## src/hw/rtl/pllm_pkg.sv

```systemverilog
// ----------------------------------------------------------------------------
// pllm_pkg
// Shared types and codes of the pooled linked list manager: operation and
// status codes, field widths and the node record kept in the node memory.
// ----------------------------------------------------------------------------
package pllm_pkg;

   localparam int POOL_NODES_DEF = 16;

   localparam int ACTION_W = 2;
   localparam int STATUS_W = 2;
   localparam int NODE_W   = 4;
   localparam int LINK_W   = 5;
   localparam int NAME_W   = 64;
   localparam int TOP_W    = 32;
   localparam int VALUE_W  = 32;

   localparam logic [ACTION_W-1:0] ACT_INSERT = 2'd0;
   localparam logic [ACTION_W-1:0] ACT_DELETE = 2'd1;
   localparam logic [ACTION_W-1:0] ACT_READ   = 2'd2;
   localparam logic [ACTION_W-1:0] ACT_NOP    = 2'd3;

   localparam logic [STATUS_W-1:0] STS_OK      = 2'd0;
   localparam logic [STATUS_W-1:0] STS_FULL    = 2'd1;
   localparam logic [STATUS_W-1:0] STS_EMPTY   = 2'd2;
   localparam logic [STATUS_W-1:0] STS_NO_SUCC = 2'd3;

   typedef struct packed {
      logic [NAME_W-1:0]         name_a;
      logic [NAME_W-1:0]         name_b;
      logic [TOP_W-1:0]          name_c;
      logic signed [VALUE_W-1:0] weight;
      logic signed [VALUE_W-1:0] cost;
   } node_data_type;

   // Contents of a node that is free: empty name, weight and cost of -1.
   localparam node_data_type NODE_CLEAR = '{
      name_a: '0,
      name_b: '0,
      name_c: '0,
      weight: '1,
      cost:   '1
   };

endpackage

```

## src/hw/rtl/pooled_linked_list_manager.sv

```systemverilog
// ----------------------------------------------------------------------------
// pooled_linked_list_manager
// One singly linked list and a free list kept in a fixed pool of nodes. The
// node records and the next links live in two synchronous memories.
// ----------------------------------------------------------------------------
//  Channel   Ports              Transaction
//  request   start/busy, req_*  taken at an edge with start high and busy low
//  response  rsp_strobe, rsp_*  shown for one cycle, taken at its closing edge
//
//  Read, insert at head, delete at head and every failed or idle command pass
//  through ST_EXEC alone before ST_IDLE; insert after a node adds ST_FIX and
//  delete after a node adds ST_CHASE and ST_FIX, set by the dependent reads and
//  the single write port of the link memory. After reset a clearing pass
//  rebuilds the whole pool with busy high. The receiver cannot stall.
// ----------------------------------------------------------------------------
module pooled_linked_list_manager
   import pllm_pkg::*;
#(
   parameter int POOL_NODES = POOL_NODES_DEF
) (
   input  logic                       clock,
   input  logic                       reset,
   input  logic                       start,
   output logic                       busy,
   input  logic [ACTION_W-1:0]        req_action,
   input  logic                       req_at_head,
   input  logic [NODE_W-1:0]          req_node_index,
   input  logic [NAME_W-1:0]          req_name_a,
   input  logic [NAME_W-1:0]          req_name_b,
   input  logic [TOP_W-1:0]           req_name_c,
   input  logic signed [VALUE_W-1:0]  req_weight_in,
   input  logic signed [VALUE_W-1:0]  req_cost_in,
   output logic                       rsp_strobe,
   output logic [STATUS_W-1:0]        rsp_status,
   output logic [NODE_W-1:0]          rsp_touched_node,
   output logic [NAME_W-1:0]          rsp_out_name_a,
   output logic [NAME_W-1:0]          rsp_out_name_b,
   output logic [TOP_W-1:0]           rsp_out_name_c,
   output logic signed [VALUE_W-1:0]  rsp_out_weight,
   output logic signed [VALUE_W-1:0]  rsp_out_cost,
   output logic signed [LINK_W-1:0]   rsp_out_link,
   output logic signed [LINK_W-1:0]   rsp_list_head,
   output logic signed [LINK_W-1:0]   rsp_free_head
);

   localparam int IX_W  = $clog2(POOL_NODES);
   localparam int LK_W  = IX_W + 1;
   localparam logic [IX_W-1:0] LAST_IX  = IX_W'(POOL_NODES - 1);
   localparam logic [10:0]     POOL_CNT = 11'(POOL_NODES);
   localparam logic [LK_W-1:0] NO_LINK  = '1;

   localparam logic [2:0] ST_INIT  = 3'd0;
   localparam logic [2:0] ST_IDLE  = 3'd1;
   localparam logic [2:0] ST_EXEC  = 3'd2;
   localparam logic [2:0] ST_CHASE = 3'd3;
   localparam logic [2:0] ST_FIX   = 3'd4;

   // A node index beyond the pool wraps around it.
   function automatic logic [IX_W-1:0] pool_index(input logic [NODE_W-1:0] n);
      logic [NODE_W-1:0] r;
      logic [31:0]       w;
      r = n;
      for (int k = 0; k < 8; k++) begin
         if ({7'b0, r} >= POOL_CNT) begin
            r = r - POOL_CNT[NODE_W-1:0];
         end
      end
      w = {28'b0, r};
      return w[IX_W-1:0];
   endfunction

   function automatic logic [LINK_W-1:0] link_port(input logic [LK_W-1:0] l);
      logic [31:0] w;
      w = {{(32-LK_W){l[LK_W-1]}}, l};
      return w[LINK_W-1:0];
   endfunction

   function automatic logic [NODE_W-1:0] node_port(input logic [IX_W-1:0] t);
      logic [31:0] w;
      w = {{(32-IX_W){1'b0}}, t};
      return w[NODE_W-1:0];
   endfunction

   logic [LK_W-1:0] link_mem [POOL_NODES];
   node_data_type   node_mem [POOL_NODES];

   logic [2:0]          state_ff, state_in;
   logic [LK_W-1:0]     head_ff, head_in;
   logic [LK_W-1:0]     free_ff, free_in;
   logic [IX_W-1:0]     init_ff, init_in;
   logic [IX_W-1:0]     tgt_ff, tgt_in;
   logic [LK_W-1:0]     lnk_ff, lnk_in;
   logic [ACTION_W-1:0] op_ff;
   logic                at_head_ff;
   logic [IX_W-1:0]     idx_ff;
   node_data_type       data_ff;

   logic [LK_W-1:0] lk_rd_a_ff, lk_rd_b_ff;
   node_data_type   dt_rd_ff;

   logic [IX_W-1:0] idx_in;
   logic [IX_W-1:0] ra_a;
   logic            lk_we;
   logic [IX_W-1:0] lk_wa;
   logic [LK_W-1:0] lk_wd;
   logic            dt_we;
   logic [IX_W-1:0] dt_wa;
   node_data_type   dt_wd;
   logic            accept;

   logic            fin;
   logic [STATUS_W-1:0] r_status;
   logic            r_node_ok;
   logic [IX_W-1:0] r_touched;
   node_data_type   r_data;
   logic [LK_W-1:0] r_link;

   logic                      rsp_strobe_ff;
   logic [STATUS_W-1:0]       rsp_status_ff;
   logic [NODE_W-1:0]         rsp_touched_ff;
   node_data_type             rsp_data_ff;
   logic [LINK_W-1:0]         rsp_link_ff;
   logic [LINK_W-1:0]         rsp_head_ff;
   logic [LINK_W-1:0]         rsp_free_ff;

   assign busy   = (state_ff != ST_IDLE);
   assign accept = start && !busy;
   assign idx_in = pool_index(req_node_index);

   always_ff @(posedge clock) begin
      if (lk_we) begin
         link_mem[lk_wa] <= lk_wd;
      end
      lk_rd_a_ff <= link_mem[ra_a];
      lk_rd_b_ff <= link_mem[idx_in];
   end

   always_ff @(posedge clock) begin
      if (dt_we) begin
         node_mem[dt_wa] <= dt_wd;
      end
      dt_rd_ff <= node_mem[idx_in];
   end

   always_comb begin
      state_in  = state_ff;
      head_in   = head_ff;
      free_in   = free_ff;
      init_in   = init_ff;
      tgt_in    = tgt_ff;
      lnk_in    = lnk_ff;
      ra_a      = idx_in;
      lk_we     = 1'b0;
      lk_wa     = tgt_ff;
      lk_wd     = free_ff;
      dt_we     = 1'b0;
      dt_wa     = tgt_ff;
      dt_wd     = NODE_CLEAR;
      fin       = 1'b0;
      r_status  = STS_OK;
      r_node_ok = 1'b0;
      r_touched = tgt_ff;
      r_data    = NODE_CLEAR;
      r_link    = free_ff;

      case (state_ff)
         ST_INIT: begin
            lk_we   = 1'b1;
            lk_wa   = init_ff;
            lk_wd   = (init_ff == LAST_IX) ? NO_LINK : {1'b0, init_ff + 1'b1};
            dt_we   = 1'b1;
            dt_wa   = init_ff;
            init_in = init_ff + 1'b1;
            if (init_ff == LAST_IX) begin
               state_in = ST_IDLE;
            end
         end
         ST_IDLE: begin
            // Fetch the link that the command will follow first.
            ra_a = (req_action == ACT_INSERT) ? free_ff[IX_W-1:0] : head_ff[IX_W-1:0];
            if (start) begin
               state_in = ST_EXEC;
            end
         end
         ST_EXEC: begin
            case (op_ff)
               ACT_INSERT: begin
                  if (free_ff[LK_W-1]) begin
                     fin      = 1'b1;
                     r_status = STS_FULL;
                  end else begin
                     tgt_in  = free_ff[IX_W-1:0];
                     lk_we   = 1'b1;
                     lk_wa   = free_ff[IX_W-1:0];
                     dt_we   = 1'b1;
                     dt_wa   = free_ff[IX_W-1:0];
                     dt_wd   = data_ff;
                     free_in = lk_rd_a_ff;
                     if (at_head_ff) begin
                        lk_wd     = head_ff;
                        head_in   = free_ff;
                        fin       = 1'b1;
                        r_node_ok = 1'b1;
                        r_touched = free_ff[IX_W-1:0];
                        r_data    = data_ff;
                        r_link    = head_ff;
                     end else begin
                        lk_wd    = lk_rd_b_ff;
                        lnk_in   = lk_rd_b_ff;
                        state_in = ST_FIX;
                     end
                  end
               end
               ACT_DELETE: begin
                  if (head_ff[LK_W-1]) begin
                     fin      = 1'b1;
                     r_status = STS_EMPTY;
                  end else if (at_head_ff) begin
                     lk_we     = 1'b1;
                     lk_wa     = head_ff[IX_W-1:0];
                     lk_wd     = free_ff;
                     dt_we     = 1'b1;
                     dt_wa     = head_ff[IX_W-1:0];
                     head_in   = lk_rd_a_ff;
                     free_in   = head_ff;
                     fin       = 1'b1;
                     r_node_ok = 1'b1;
                     r_touched = head_ff[IX_W-1:0];
                     r_link    = free_ff;
                  end else if (lk_rd_b_ff[LK_W-1]) begin
                     fin      = 1'b1;
                     r_status = STS_NO_SUCC;
                  end else begin
                     // The successor's own link is needed before unlinking it.
                     tgt_in   = lk_rd_b_ff[IX_W-1:0];
                     ra_a     = lk_rd_b_ff[IX_W-1:0];
                     state_in = ST_CHASE;
                  end
               end
               ACT_READ: begin
                  fin       = 1'b1;
                  r_node_ok = 1'b1;
                  r_touched = idx_ff;
                  r_data    = dt_rd_ff;
                  r_link    = lk_rd_b_ff;
               end
               default: begin
                  fin = 1'b1;
               end
            endcase
         end
         ST_CHASE: begin
            lk_we    = 1'b1;
            lk_wa    = idx_ff;
            lk_wd    = lk_rd_a_ff;
            state_in = ST_FIX;
         end
         ST_FIX: begin
            fin       = 1'b1;
            r_node_ok = 1'b1;
            lk_we     = 1'b1;
            if (op_ff == ACT_INSERT) begin
               lk_wa  = idx_ff;
               lk_wd  = {1'b0, tgt_ff};
               r_data = data_ff;
               // A predecessor equal to the new node ends up linking to itself.
               r_link = (idx_ff == tgt_ff) ? {1'b0, tgt_ff} : lnk_ff;
            end else begin
               dt_we   = 1'b1;
               free_in = {1'b0, tgt_ff};
            end
         end
         default: begin
            state_in = ST_IDLE;
         end
      endcase

      if (fin) begin
         state_in = ST_IDLE;
      end
   end

   always_ff @(posedge clock) begin
      if (reset) begin
         state_ff      <= ST_INIT;
         head_ff       <= NO_LINK;
         free_ff       <= '0;
         init_ff       <= '0;
         rsp_strobe_ff <= 1'b0;
      end else begin
         state_ff      <= state_in;
         head_ff       <= head_in;
         free_ff       <= free_in;
         init_ff       <= init_in;
         rsp_strobe_ff <= fin;
      end
   end

   always_ff @(posedge clock) begin
      tgt_ff <= tgt_in;
      lnk_ff <= lnk_in;
      if (accept) begin
         op_ff      <= req_action;
         at_head_ff <= req_at_head;
         idx_ff     <= idx_in;
         data_ff    <= '{
            name_a: req_name_a,
            name_b: req_name_b,
            name_c: req_name_c,
            weight: req_weight_in,
            cost:   req_cost_in
         };
      end
      if (fin) begin
         rsp_status_ff  <= r_status;
         rsp_touched_ff <= r_node_ok ? node_port(r_touched) : '0;
         rsp_data_ff    <= r_node_ok ? r_data : '0;
         rsp_link_ff    <= r_node_ok ? link_port(r_link) : '0;
         rsp_head_ff    <= link_port(head_in);
         rsp_free_ff    <= link_port(free_in);
      end
   end

   assign rsp_strobe       = rsp_strobe_ff;
   assign rsp_status       = rsp_status_ff;
   assign rsp_touched_node = rsp_touched_ff;
   assign rsp_out_name_a   = rsp_data_ff.name_a;
   assign rsp_out_name_b   = rsp_data_ff.name_b;
   assign rsp_out_name_c   = rsp_data_ff.name_c;
   assign rsp_out_weight   = rsp_data_ff.weight;
   assign rsp_out_cost     = rsp_data_ff.cost;
   assign rsp_out_link     = rsp_link_ff;
   assign rsp_list_head    = rsp_head_ff;
   assign rsp_free_head    = rsp_free_ff;

endmodule
```

## config.mk

```make
export PLATFORM = sky130hd
export DESIGN_NAME = pooled_linked_list_manager
export DESIGN_NICKNAME = d
export VERILOG_FILES = /design/src/hw/rtl/pllm_pkg.sv /design/src/hw/rtl/pooled_linked_list_manager.sv
export SDC_FILE = /design/constraint.sdc
export NUM_CORES = 2
export LEC_CHECK = 0
export BUFFER_PORTS_ARGS = -buffer_cell sky130_fd_sc_hd__buf_4
export CAP_MARGIN = 40
export CORE_ASPECT_RATIO = 1.5
export CORE_MARGIN = 3
export CORE_UTILIZATION = 45
export DETAILED_ROUTE_END_ITERATION = 10
export HOLD_SLACK_MARGIN = 0.12
export PLACE_DENSITY_LB_ADDON = 0.1
export SLEW_MARGIN = 20
export SYNTH_ARGS = -nofsm -noshare
export SYNTH_HDL_FRONTEND = slang
export SYNTH_SLANG_ARGS = --single-unit
```

## constraint.sdc

```tcl
create_clock -name clock -period 15.9 [get_ports clock]
set_clock_uncertainty 0.2 [all_clocks]
set_input_delay 0 -clock clock [delete_from_list [all_inputs] [get_ports clock]]
set_output_delay 0 -clock clock [all_outputs]
set_load 0.01 [all_outputs]
```

==> out/summary.txt <==
Status: complete, no violations
Met3 Track Usage GR: 2.89%
CTS Buf Count: 420
Flop pwr share: 53.3%
Final hold viol count: 0
Period minus WS final: 6420 ps
Post-route cell area: 197000 um^2
Achievable Freq: 0.156 GHz
Detail Route Antenna Nets: 0
Leak: 60.5 nW
P_sw: 0.00501 W
Nets: 8799
Clock Sinks: 4401
CTS tree: done
Total Power: 0.0243 W
Post-synthesis average cell area: 22.8 um^2
Area post-placement: 176000 um^2
Reg clk slew, reported paths: 60 ps
H-tree levels: 5
Die X: 500 um
Routed WL: 437000 um
Gr usage total: 23.2%
Number of fill cells: 27574
Switch share: 20.7%
Setup WS post-layout: 9480 ps
CTS root buf: clkbuf_16
Net Count, Synth: 7454
WP data required: 16230 ps
Busiest layer in global routing: met2
RSZ-0062 raised after global routing: no
DRT iter0 DRCs: 8037
Final Cycle Share: 40.4%
Core box area: 364000 um^2
Die area: 374000 um^2
Commonest non-fill, non-tap cells in the layout: 4149 x edfxtp_1, 1124 x mux4_2, 672 x dlygate4sd3_1
Hold_buf cts: 672
Netlist cell types: 72
Syn Inst Count: 7219
Slew Limit Fails: 0
Met2 usage: 39.8%
WL per Instance: 31.9 um
DP HPWL: 244000 um
Max cap viols: 0
TNS Setup: 0 ps
CTS max path bufs: 4
Vias in the first global route: 86808
Worst-Margin Slew: 1110 ps
Total gr overflow: 0
Worst VDD drop: 0.0950 mV
Vias per cell: 5.95
Sequential area share after synthesis: 78.6%
Synth Warn #: 0
Post-synth EDFFs: 4149
Port bufs: 480
Worst-Skew Late Latency: 920 ps
Die Span Y: 747 um
Hold crit path type: in2reg
Global-route track usage on met1: 31.9%
Largest area contributor in the netlist: edfxtp_1
Antenna violations before repair: 15
Synth Register Bits: 4401
CP max FO: 85
Placement Setup Slack: 9300 ps
Number of buffers added for setup after CTS: 0
Ports: 481
Drt drc: 0
Post-synth ARST share: 0%
Share of layout cells above drive strength 1: 28.5%
Worst EP arrival: 6750 ps
Post-synthesis to final-layout area growth: 19.3%
Post-Syn Area: 165000 um^2
DRT Pass-1 Iters: 9
Final GP Congestion: 0.887
First-pass GRT wire length: 632000 um
Setup CP Type: reg2reg
Synth top area share: 75.6%
Row count: 271
Commonest non-fill, non-tap cell in the layout: edfxtp_1
Vias: 81594
Setup violators final: 0
Max-slew headroom: 25.8%
Ys flop type: edfxtp_1
Critical path endpoint category: flop
Clock power frac: 42.2%
Starting Density: 45.3%
Pin count of the biggest net entering global routing: 128
Internal Pwr Total: 0.0192 W
CP Launch Type: flop
Largest cells by area after synthesis: edfxtp_1 76%, mux4_2 15%, dfxtp_1 3.1%
Power Dens Cells: 123 nW/um^2
Post-CTS sizing: 0
Comb pwr share: 4.5%
-- per-layer routing --
metal  vias to the layer above  share of wire, %
met4                         4               2.4
met5                         -            0.0062
met3                       586               5.4
li1                      33608                 -
met1                     44493                41
met2                      2903                51
-- worst max-delay path, cell delays in order, from the launching register on --
cell and delay [ps]:
dfxtp_1 660, buf_6 250, or3b_1 360, buf_4 270
nor2_1 370, a31oi_1 190, o21ai_0 400, nand2_1 340
nor2_4 650, buf_12 620, buf_4 570, buf_12 290
buf_4 700
-- cells by family after synthesis --
logic type      after synthesis  share of synthesized area [%]
buf+inv                     469                           1.10
mux                        1175                           15.7
compound gates              620                           2.86
xor+xnor                      8                         0.0425
fa+ha+maj                     1                        0.00759
simple gates                545                           1.70
flops                      4401                           78.6
-- stage by stage --
stage	utilization [%]	hold WS (ps)	std cells
after detailed placement	48.3	-20.6	12230
after floorplan	-	-128	7219
after global placement	47.9	-21.9	12182
after global routing	54.1	160	13705
final	54.1	187	13712
after CTS	54.0	122	13687
-- synth_stat cells, drive strengths merged, types with 62 or more instances --
cell type  count
dfxtp        252
and3         163
a21oi         62
a221oi        71
mux4        1124
buf          127
nor2         137
o21ai        168
a32o         160
clkbuf       338
edfxtp      4149
nand2        116
-- sequential cells by signal, indices dropped and copies added, names as in the netlist, 32 cells and up --
| name | count |
|---|---|
| rsp_out_weight | 32 |
| rsp_out_name_a | 64 |
| dt_rd_ff | 224 |
| link_mem | 80 |
| data_ff | 224 |
| node_mem | 3584 |
| rsp_out_name_b | 64 |
| rsp_out_name_c | 32 |
| rsp_out_cost | 32 |
-- power groups by stage --
stage / Clock [W] / Sequential (W) / Combinational (W)
after CTS: 0.0105 / 0.0129 / 0.00111
final: 0.0102 / 0.0129 / 0.00109
after global placement: 0 / 0.0132 / 0.000942
after global routing: 0.0109 / 0.0129 / 0.00115
after floorplan: 0 / 0.0132 / 0.000578
after detailed placement: 0 / 0.0132 / 0.000973
-- path summary, 6_finish.rpt --
check             startpoint                 end  slack [ps]  cells past startpoint
max              state_ff[1]   node_mem[14][158]        9480                     12
min          req_cost_in[12]         data_ff[12]         190                      3
max reg2reg      state_ff[1]   node_mem[14][158]        9480                     12
min reg2reg    dt_rd_ff[184]  rsp_out_name_a[24]         320                      1
-- area by class of cell --
class	count	area (um^2)	share of cell area (%)
inverters	4	15.0	0.00763
clock inverters	230	2490	1.27
well taps	4777	5980	3.04
repair buffers	1388	13400	6.80
multi-input cells	2349	33600	17.1
diodes	8	20.0	0.0102
clock buffers	555	11600	5.89
flip-flops and latches	4401	130000	65.9
Note: power is estimated with default switching activity, not from simulation.
